===== config.mk =====
export PLATFORM = sky130hd
export DESIGN_NAME = masked_byte_pattern_scanner_top
export DESIGN_NICKNAME = d
export VERILOG_FILES = /design/src/hdl/mbps_pkg.sv /design/src/hdl/mbps_regs.sv /design/src/hdl/mbps_match.sv /design/src/hdl/masked_byte_pattern_scanner_top.sv
export SDC_FILE = /design/constraint.sdc
export NUM_CORES = 1
export LEC_CHECK = 0
export BUFFER_PORTS_ARGS = -buffer_cell sky130_fd_sc_hd__buf_2
export CAP_MARGIN = 20
export CELL_PAD_IN_SITES_DETAIL_PLACEMENT = 0
export CELL_PAD_IN_SITES_GLOBAL_PLACEMENT = 1
export CORE_AREA = 2 2 261 263
export CTS_BUF_LIST = sky130_fd_sc_hd__clkbuf_4 sky130_fd_sc_hd__clkbuf_8 sky130_fd_sc_hd__clkbuf_16
export DETAILED_ROUTE_END_ITERATION = 16
export DIE_AREA = 0 0 263 265
export GPL_TIMING_DRIVEN = 0
export PLACE_DENSITY_LB_ADDON = 0.2
export SKIP_LAST_GASP = 1
export SLEW_MARGIN = 20
export SYNTH_ARGS = -nofsm -noshare
export SYNTH_HDL_FRONTEND = slang
export SYNTH_SLANG_ARGS = --single-unit

===== constraint.sdc =====
create_clock -name clock -period 10.1 [get_ports clock]
set_input_delay 0 -clock clock [delete_from_list [all_inputs] [get_ports clock]]
set_output_delay 0 -clock clock [all_outputs]
set_load 0.02 [all_outputs]

===== src/hdl/mbps_pkg.sv =====
// ----------------------------------------------------------------------------
// mbps_pkg
// Shared types and constants for the masked byte pattern scanner.
// ----------------------------------------------------------------------------
package mbps_pkg;

   // Pattern storage is fixed at two 64-bit registers
   localparam int PATTERN_BYTES = 16;
   localparam int LEN_W         = 6;   // effective length width; len_eff is clamped to MAX_PATTERN_BYTES
   localparam int CSR_ADDR_W    = 6;
   localparam int CSR_DATA_W    = 64;

   // Register indexes (paddr[5:3])
   localparam logic [2:0] REG_PATTERN_LOW  = 3'd0;
   localparam logic [2:0] REG_PATTERN_HIGH = 3'd1;
   localparam logic [2:0] REG_CARE_MASK    = 3'd2;
   localparam logic [2:0] REG_PATTERN_LEN  = 3'd3;
   localparam logic [2:0] REG_RESULT_OFF   = 3'd4;

   typedef struct packed {
      logic [63:0] pattern_low;
      logic [63:0] pattern_high;
      logic [15:0] care_mask;
      logic [4:0]  pattern_length;
      logic [15:0] result_offset;
   } cfg_type;

   typedef struct packed {
      logic [7:0]  data_byte;
      logic [31:0] byte_address;
      logic        region_start;
      logic        scan_start;
      logic        scan_end;
   } item_type;

   typedef struct packed {
      logic        found;
      logic [31:0] match_address;
   } result_type;

   // Pattern byte at position pos; positions 16 and up read as zero
   function automatic logic [7:0] pattern_byte(input logic [63:0] lo,
                                               input logic [63:0] hi,
                                               input int pos);
      logic [7:0] b;
      b = 8'h00;
      if (pos < 8) begin
         b = lo[8*pos +: 8];
      end else if (pos < PATTERN_BYTES) begin
         b = hi[8*(pos-8) +: 8];
      end
      return b;
   endfunction

endpackage


===== src/hdl/mbps_regs.sv =====
// ----------------------------------------------------------------------------
// mbps_regs
// Configuration register file behind the APB-style port.
// ----------------------------------------------------------------------------
module mbps_regs (
   input  logic                          clock,
   input  logic                          reset,
   input  logic                          psel,
   input  logic                          penable,
   input  logic                          pwrite,
   input  logic [mbps_pkg::CSR_ADDR_W-1:0] paddr,
   input  logic [mbps_pkg::CSR_DATA_W-1:0] pwdata,
   output logic [mbps_pkg::CSR_DATA_W-1:0] prdata,
   output logic                          pready,
   output mbps_pkg::cfg_type             cfg
);
   import mbps_pkg::*;

   logic [63:0] pattern_low_ff;
   logic [63:0] pattern_high_ff;
   logic [15:0] care_mask_ff;
   logic [4:0]  pattern_length_ff;
   logic [15:0] result_offset_ff;
   logic        wr_en;
   logic [2:0]  reg_idx;

   assign pready  = 1'b1;
   assign reg_idx = paddr[5:3];
   assign wr_en   = psel & penable & pwrite;

   // Register writes
   always_ff @(posedge clock) begin
      if (reset) begin
         pattern_low_ff    <= '0;
         pattern_high_ff   <= '0;
         care_mask_ff      <= '0;
         pattern_length_ff <= 5'd1;
         result_offset_ff  <= '0;
      end else if (wr_en) begin
         case (reg_idx)
            REG_PATTERN_LOW:  pattern_low_ff    <= pwdata;
            REG_PATTERN_HIGH: pattern_high_ff   <= pwdata;
            REG_CARE_MASK:    care_mask_ff      <= pwdata[15:0];
            REG_PATTERN_LEN:  pattern_length_ff <= pwdata[4:0];
            REG_RESULT_OFF:   result_offset_ff  <= pwdata[15:0];
            default: ;
         endcase
      end
   end

   // Read mux
   always_comb begin
      case (reg_idx)
         REG_PATTERN_LOW:  prdata = pattern_low_ff;
         REG_PATTERN_HIGH: prdata = pattern_high_ff;
         REG_CARE_MASK:    prdata = {48'h0, care_mask_ff};
         REG_PATTERN_LEN:  prdata = {59'h0, pattern_length_ff};
         REG_RESULT_OFF:   prdata = {48'h0, result_offset_ff};
         default:          prdata = '0;
      endcase
   end

   always_comb begin
      cfg.pattern_low    = pattern_low_ff;
      cfg.pattern_high   = pattern_high_ff;
      cfg.care_mask      = care_mask_ff;
      cfg.pattern_length = pattern_length_ff;
      cfg.result_offset  = result_offset_ff;
   end

endmodule


===== src/hdl/mbps_match.sv =====
// ----------------------------------------------------------------------------
// mbps_match
// Byte window, fill count and found flag, with the parallel masked compare.
// ----------------------------------------------------------------------------
module mbps_match #(
   parameter int MAX_PATTERN_BYTES = 16
) (
   input  logic                 clock,
   input  logic                 reset,
   input  logic                 step,
   input  mbps_pkg::item_type   item,
   input  mbps_pkg::cfg_type    cfg,
   output logic                 res_valid,
   output mbps_pkg::result_type res
);
   import mbps_pkg::*;

   localparam int FILL_W = $clog2(MAX_PATTERN_BYTES + 1);
   localparam int IDX_W  = (MAX_PATTERN_BYTES > 1) ? $clog2(MAX_PATTERN_BYTES) : 1;

   logic [7:0]        window_ff [MAX_PATTERN_BYTES];
   logic [7:0]        window_in [MAX_PATTERN_BYTES];
   logic [7:0]        window_base [MAX_PATTERN_BYTES];
   logic [FILL_W-1:0] fill_ff, fill_in, fill_base;
   logic              seen_ff, seen_in, seen_base;
   logic              clear_win;
   logic [LEN_W-1:0]  len_eff;
   logic              hit;
   logic [31:0]       start_addr;
   logic [31:0]       offset_ext;
   int                idx;

   // Clamp length to window depth
   always_comb begin
      if ({1'b0, cfg.pattern_length} > LEN_W'(MAX_PATTERN_BYTES)) begin
         len_eff = LEN_W'(MAX_PATTERN_BYTES);
      end else begin
         len_eff = {1'b0, cfg.pattern_length};
      end
   end

   // Scan and region start clear the window before the byte goes in
   assign clear_win = item.scan_start | item.region_start;
   assign seen_base = seen_ff & ~item.scan_start;
   assign fill_base = clear_win ? '0 : fill_ff;

   always_comb begin
      for (int j = 0; j < MAX_PATTERN_BYTES; j++) begin
         window_base[j] = clear_win ? 8'h00 : window_ff[j];
      end
   end

   // Shift in the new byte unless the scan already matched
   always_comb begin
      for (int j = 0; j < MAX_PATTERN_BYTES; j++) begin
         window_in[j] = window_base[j];
      end
      fill_in = fill_base;
      if (!seen_base) begin
         for (int j = 0; j < MAX_PATTERN_BYTES - 1; j++) begin
            window_in[j] = window_base[j+1];
         end
         window_in[MAX_PATTERN_BYTES-1] = item.data_byte;
         if (fill_base < FILL_W'(MAX_PATTERN_BYTES)) begin
            fill_in = fill_base + 1'b1;
         end
      end
   end

   // Masked compare; pattern position i sits at window slot P - len + i
   always_comb begin
      hit = (LEN_W'(fill_in) >= len_eff);
      idx = 0;
      for (int i = 0; i < MAX_PATTERN_BYTES; i++) begin
         idx = MAX_PATTERN_BYTES - int'(len_eff) + i;
         if ((LEN_W'(i) < len_eff) && (i < PATTERN_BYTES)) begin
            if (cfg.care_mask[i] &&
                (window_in[IDX_W'(idx)] !=
                 pattern_byte(cfg.pattern_low, cfg.pattern_high, i))) begin
               hit = 1'b0;
            end
         end
      end
   end

   // Match address: window start plus signed offset
   assign offset_ext = {{16{cfg.result_offset[15]}}, cfg.result_offset};

   always_comb begin
      if (len_eff != '0) begin
         start_addr = item.byte_address - 32'(len_eff) + 32'd1;
      end else begin
         start_addr = item.byte_address;
      end
   end

   always_comb begin
      res_valid         = 1'b0;
      res.found         = 1'b0;
      res.match_address = 32'h0;
      seen_in           = seen_base;
      if (!seen_base) begin
         if (hit) begin
            res_valid         = 1'b1;
            res.found         = 1'b1;
            res.match_address = start_addr + offset_ext;
            seen_in           = 1'b1;
         end else if (item.scan_end) begin
            res_valid = 1'b1;
         end
      end
   end

   // State update on each processed item
   always_ff @(posedge clock) begin
      if (reset) begin
         for (int j = 0; j < MAX_PATTERN_BYTES; j++) begin
            window_ff[j] <= 8'h00;
         end
         fill_ff <= '0;
         seen_ff <= 1'b0;
      end else if (step) begin
         for (int j = 0; j < MAX_PATTERN_BYTES; j++) begin
            window_ff[j] <= window_in[j];
         end
         fill_ff <= fill_in;
         seen_ff <= seen_in;
      end
   end

endmodule


===== src/hdl/masked_byte_pattern_scanner_top.sv =====
// Path: an accepted item goes to the input register, then any result it yields to the result register.
// Throughput: one byte per cycle unless stalled; the window compare is a single pass through mbps_match.
// A stalled result holds further progress once the input register is also full.
// Reset (synchronous): clears window, fill count, found flag, pipeline valids,
// and sets registers to defaults (pattern_length 1, others 0).
// ----------------------------------------------------------------------------
// masked_byte_pattern_scanner_top
// Streaming masked byte signature search with APB-style configuration.
// ----------------------------------------------------------------------------
module masked_byte_pattern_scanner_top #(
   parameter int MAX_PATTERN_BYTES = 16
) (
   input  logic                            clock,
   input  logic                            reset,
   // input items
   input  logic                            req_valid,
   output logic                            req_stall,
   input  logic [7:0]                      req_data_byte,
   input  logic [31:0]                     req_byte_address,
   input  logic                            req_region_start,
   input  logic                            req_scan_start,
   input  logic                            req_scan_end,
   // result items
   output logic                            rsp_valid,
   input  logic                            rsp_stall,
   output logic                            rsp_found,
   output logic [31:0]                     rsp_match_address,
   // configuration
   input  logic                            psel,
   input  logic                            penable,
   input  logic                            pwrite,
   input  logic [mbps_pkg::CSR_ADDR_W-1:0] paddr,
   input  logic [mbps_pkg::CSR_DATA_W-1:0] pwdata,
   output logic [mbps_pkg::CSR_DATA_W-1:0] prdata,
   output logic                            pready
);
   import mbps_pkg::*;

   cfg_type    cfg;
   item_type   s1_item_ff;
   logic       s1_valid_ff, s1_valid_in;
   logic       rsp_valid_ff, rsp_valid_in;
   result_type rsp_ff;
   logic       out_free;
   logic       advance;
   logic       accept;
   logic       res_valid;
   result_type res;

   mbps_regs u_regs (
      .clock   (clock),
      .reset   (reset),
      .psel    (psel),
      .penable (penable),
      .pwrite  (pwrite),
      .paddr   (paddr),
      .pwdata  (pwdata),
      .prdata  (prdata),
      .pready  (pready),
      .cfg     (cfg)
   );

   // Handshake control
   assign out_free  = ~rsp_valid_ff | ~rsp_stall;
   assign advance   = s1_valid_ff & out_free;
   assign req_stall = s1_valid_ff & ~out_free;
   assign accept    = req_valid & ~req_stall;

   assign s1_valid_in  = accept | (s1_valid_ff & ~advance);
   assign rsp_valid_in = out_free ? (advance & res_valid) : rsp_valid_ff;

   // Input register
   always_ff @(posedge clock) begin
      if (reset) begin
         s1_valid_ff <= 1'b0;
      end else begin
         s1_valid_ff <= s1_valid_in;
      end
   end

   always_ff @(posedge clock) begin
      if (accept) begin
         s1_item_ff.data_byte    <= req_data_byte;
         s1_item_ff.byte_address <= req_byte_address;
         s1_item_ff.region_start <= req_region_start;
         s1_item_ff.scan_start   <= req_scan_start;
         s1_item_ff.scan_end     <= req_scan_end;
      end
   end

   mbps_match #(
      .MAX_PATTERN_BYTES (MAX_PATTERN_BYTES)
   ) u_match (
      .clock     (clock),
      .reset     (reset),
      .step      (advance),
      .item      (s1_item_ff),
      .cfg       (cfg),
      .res_valid (res_valid),
      .res       (res)
   );

   // Result register
   always_ff @(posedge clock) begin
      if (reset) begin
         rsp_valid_ff <= 1'b0;
      end else begin
         rsp_valid_ff <= rsp_valid_in;
      end
   end

   always_ff @(posedge clock) begin
      if (advance && res_valid) begin
         rsp_ff <= res;
      end
   end

   assign rsp_valid         = rsp_valid_ff;
   assign rsp_found         = rsp_ff.found;
   assign rsp_match_address = rsp_ff.match_address;

endmodule

==> metrics <==
clock slew seen by the registers of the worst setup and hold paths 0.06 ns; Clock Latency Late Sink 0.65 ns; Post-synth EDFFs 204; fin crit share 101%; largest family of logic cells by synthesized area compound AO/OA/AOI/OAI gates; cell area after synthesis 29,800 µm²; initial core utilization 44.6%; simple logic cell fraction of the synthesized area 17.5%; max-cap viol count 0; overall global routing resource usage 43.6%; DRT Pass-1 Iters 9; antenna viol nets, final 0; Initial DRC Count 4,987; Synth Instances 3,413; synthesis-to-layout area growth 17.5%; Clock Skew 0.0493 ns; CTS Buffer Depth 3; clk root buf clkbuf_16; first-pass GRT wire length 219,000 µm; peak supply drop 0.115 mV; IO Pins 220; outcome complete, but fails checks; DP Worst Slack -0.984 ns; Yosys warnings 0; final slew viol count 0; crit path DAT 10.44 ns; post-synthesis mux area share 16.1%; worst slew pin tran 1.37 ns; Overflow after GRT 0; Num CTS Buffers 46; Vias 32,100; Placer Congestion 1.13; worst-path maximum fanout 19; XOR/XNOR Fraction of Synth Area 5.74%; Slew headroom 7.39%; post-synthesis register bit count 377; worst path required time 10.36 ns; CP Capture Type flop; worst setup path category reg2reg; failing checks negative setup slack; routed wire length 157,000 µm; total core area 66,800 µm²; Static Leak 13.2 nW; Fmax 98.2 MHz; antenna violations before repair 5; RSZ-0062 raised after global routing false; Hold Crit Class in2reg; PortBufs 213; ys async rst share 0%; Via density 6.82; total power 4.76 mW; distinct cell type count after synthesis 105; sequential fraction of the synthesis area 32.2%; Die X-Extent 263 µm; Final setup viols 16; Final WS setup -0.0817 ns; drt drc 0; Final Cell Area 35,100 µm²; commonest cells after routing, fill and taps aside nand2_1, a21oi_1, buf_2, nor2_1, mux2i_1; commonest non-fill, non-tap cell in the layout nand2_1; # rows 95; mean routed wirelength per cell 33.3 µm; Final min period 10.18 ns; Hold Violations, Final 0; clock sink count 377; Final Net Count 4,001; CTS tree yes; P per Cell Area 136 nW/µm²; H-tree Lvls 2; Synth Area in Compound Gates 20.5%; Area contributors post-synth edfxtp_1, dfxtp_1, mux2i_1; Die Span Y 265 µm; Critical Path Start Type flop; dpl hpwl 123,000 µm; Synth top area share 20.5%; vias in the first global route 30,100; post-synthesis adder-cell area fraction 3.37%; largest net degree at the start of global routing 56; dominant cell type by area after synthesis edfxtp_1; die footprint 69,700 µm²; dpl cell area 32,200 µm²; layout cells sized above 1 16.2%; predominant post-synthesis flop cell edfxtp_1; syn_area_per_cell 8.74 µm²; post-synthesis net count 3,612
[power breakdown]
group          switching, mW  total [mW]  internal [mW]
Clock                  0.755        1.77           1.01
Sequential            0.0468        1.74           1.69
Combinational          0.820        1.25          0.433
Total                   1.62        4.76           3.14
[path summary, 6_finish.rpt]
path / start / end / slack [ns] / cells after the start
worst min-delay path: psel / u_regs.pattern_length_ff[4]$_SDFFE_PP0P_ / 0.06 / 5
worst min register to register: u_regs.pattern_high_ff[39]$_SDFFE_PP0P_ / u_regs.pattern_high_ff[39]$_SDFFE_PP0P_ / 0.49 / 2
worst max-delay path: u_regs.pattern_length_ff[0]$_SDFFE_PP1P_ / rsp_match_address[26]$_SDFFCE_PP0P_ / -0.08 / 24
worst max register to register: u_regs.pattern_length_ff[0]$_SDFFE_PP1P_ / rsp_match_address[26]$_SDFFCE_PP0P_ / -0.08 / 24
[stage by stage]
| stage | utilization [%] | hold slack [ns] | setup TNS [ns] | std cells |
|---|---|---|---|---|
| after floorplan | - | 0.0989 | 0 | 3413 |
| after global placement | 47.9 | 0.178 | -41.83 | 4499 |
| after detailed placement | 48.2 | 0.178 | -39.34 | 4507 |
| after CTS | 52.4 | 0.0277 | 0 | 4708 |
| after global routing | 52.5 | 0.0775 | 0 | 4712 |
| final | 52.5 | 0.0571 | -1.23 | 4713 |
[repair_timing]
| action | in CTS | in global routing |
|---|---|---|
| gates cloned | 1 | 0 |
| endpoints found under the setup margin | 65 | 38 |
| hold buffers | 116 | 0 |
| hold endpoints to repair | 228 | 0 |
| gates resized for setup | 4 | 6 |
| pin swaps | 1 | 1 |
| buffers inserted | 0 | 3 |
[cells by family (layout without fill, tap and decap cells)]
family                     count (synthesis)  in the layout
adders and majority gates                 79             79
DFF                                      377            377
xor gates and xnor gates                 193            193
muxes                                    392            392
AOI/OAI and AO/OA                        920            921
other                                      1              2
and+or+nand+nor                         1136           1136
buffers and inverters                    315            740
[layout make-up]
type	instances	area, µm²
antenna	1	2.50
buffer	248	1110
clock buffer	66	1380
clock inverter	19	231
fill	6311	31800
inverter	66	248
multi-input combinational	2722	19000
sequential	377	9590
tap	873	1090
timing repair buffer	341	2360
[sequential cells by signal, summed over array words and instances (netlist names)]
signal / flops
rsp_match_address: 32
u_regs.pattern_low_ff: 64
rsp_found: 1
u_match.fill_ff: 5
u_regs.pattern_length_ff: 5
u_match.seen_ff: 1
s1_item_ff: 43
s1_valid_ff: 1
u_regs.care_mask_ff: 16
u_regs.pattern_high_ff: 64
rsp_valid: 1
u_match.window_ff: 128
u_regs.result_offset_ff: 16
[cells in the mapped netlist, types with 9 or more instances]
cell	n
o2111ai_1	14
clkbuf_1	143
and2_1	45
mux4_2	60
nor2b_1	25
a221oi_1	11
nor4_1	19
mux2_2	94
xor2_1	83
nand3_1	50
o41ai_1	9
dfxtp_1	173
buf_1	27
nor3_1	62
a22o_1	68
nand2_1	523
o22ai_1	82
a21o_1	30
inv_1	58
buf_4	12
xnor2_1	107
o21ai_0	120
o31ai_1	12
buf_2	59
a22oi_1	29
and3_1	35
a21oi_1	299
a211oi_1	27
o21a_1	19
nand2b_1	21
a221o_1	20
nand4_1	26
o32ai_1	12
edfxtp_1	204
or3_1	17
mux2i_1	234
a2111oi_0	13
a31oi_1	20
o22a_1	9
ha_1	77
o211ai_1	27
nor2_1	251
o21bai_1	9
o221ai_1	18
[metal layers]
layer / share of wire (%) / GRT usage (%) / wire (µm)
met1: 38 / 55.8 / 59800
met2: 41 / 63.4 / 64000
met3: 13 / 12.4 / 20000
met4: 8.4 / 30.1 / 13100
met5: 0.067 / 2.22 / 106
[critical path, cell delays in order, from the launching register on]
cell      delay [ns]
dfxtp_1         0.56
nor2b_2         0.38
buf_4           0.33
buf_2           0.38
buf_2           0.45
buf_2           0.37
buf_2           0.34
inv_1           0.08
ha_1            0.34
xnor2_2         0.55
buf_2           0.49
buf_2           0.53
buf_2           0.40
ha_1            0.33
clkinv_1        0.45
mux4_2          0.60
and3_1          0.19
nor3_1          0.66
xnor2_1         0.14
nor3_1          0.19
nand3_1         0.09
o311ai_0        0.36
nand4_1         0.55
nor3_4          0.50
o21ba_2         0.53
Note: power is estimated with default switching activity, not from simulation.
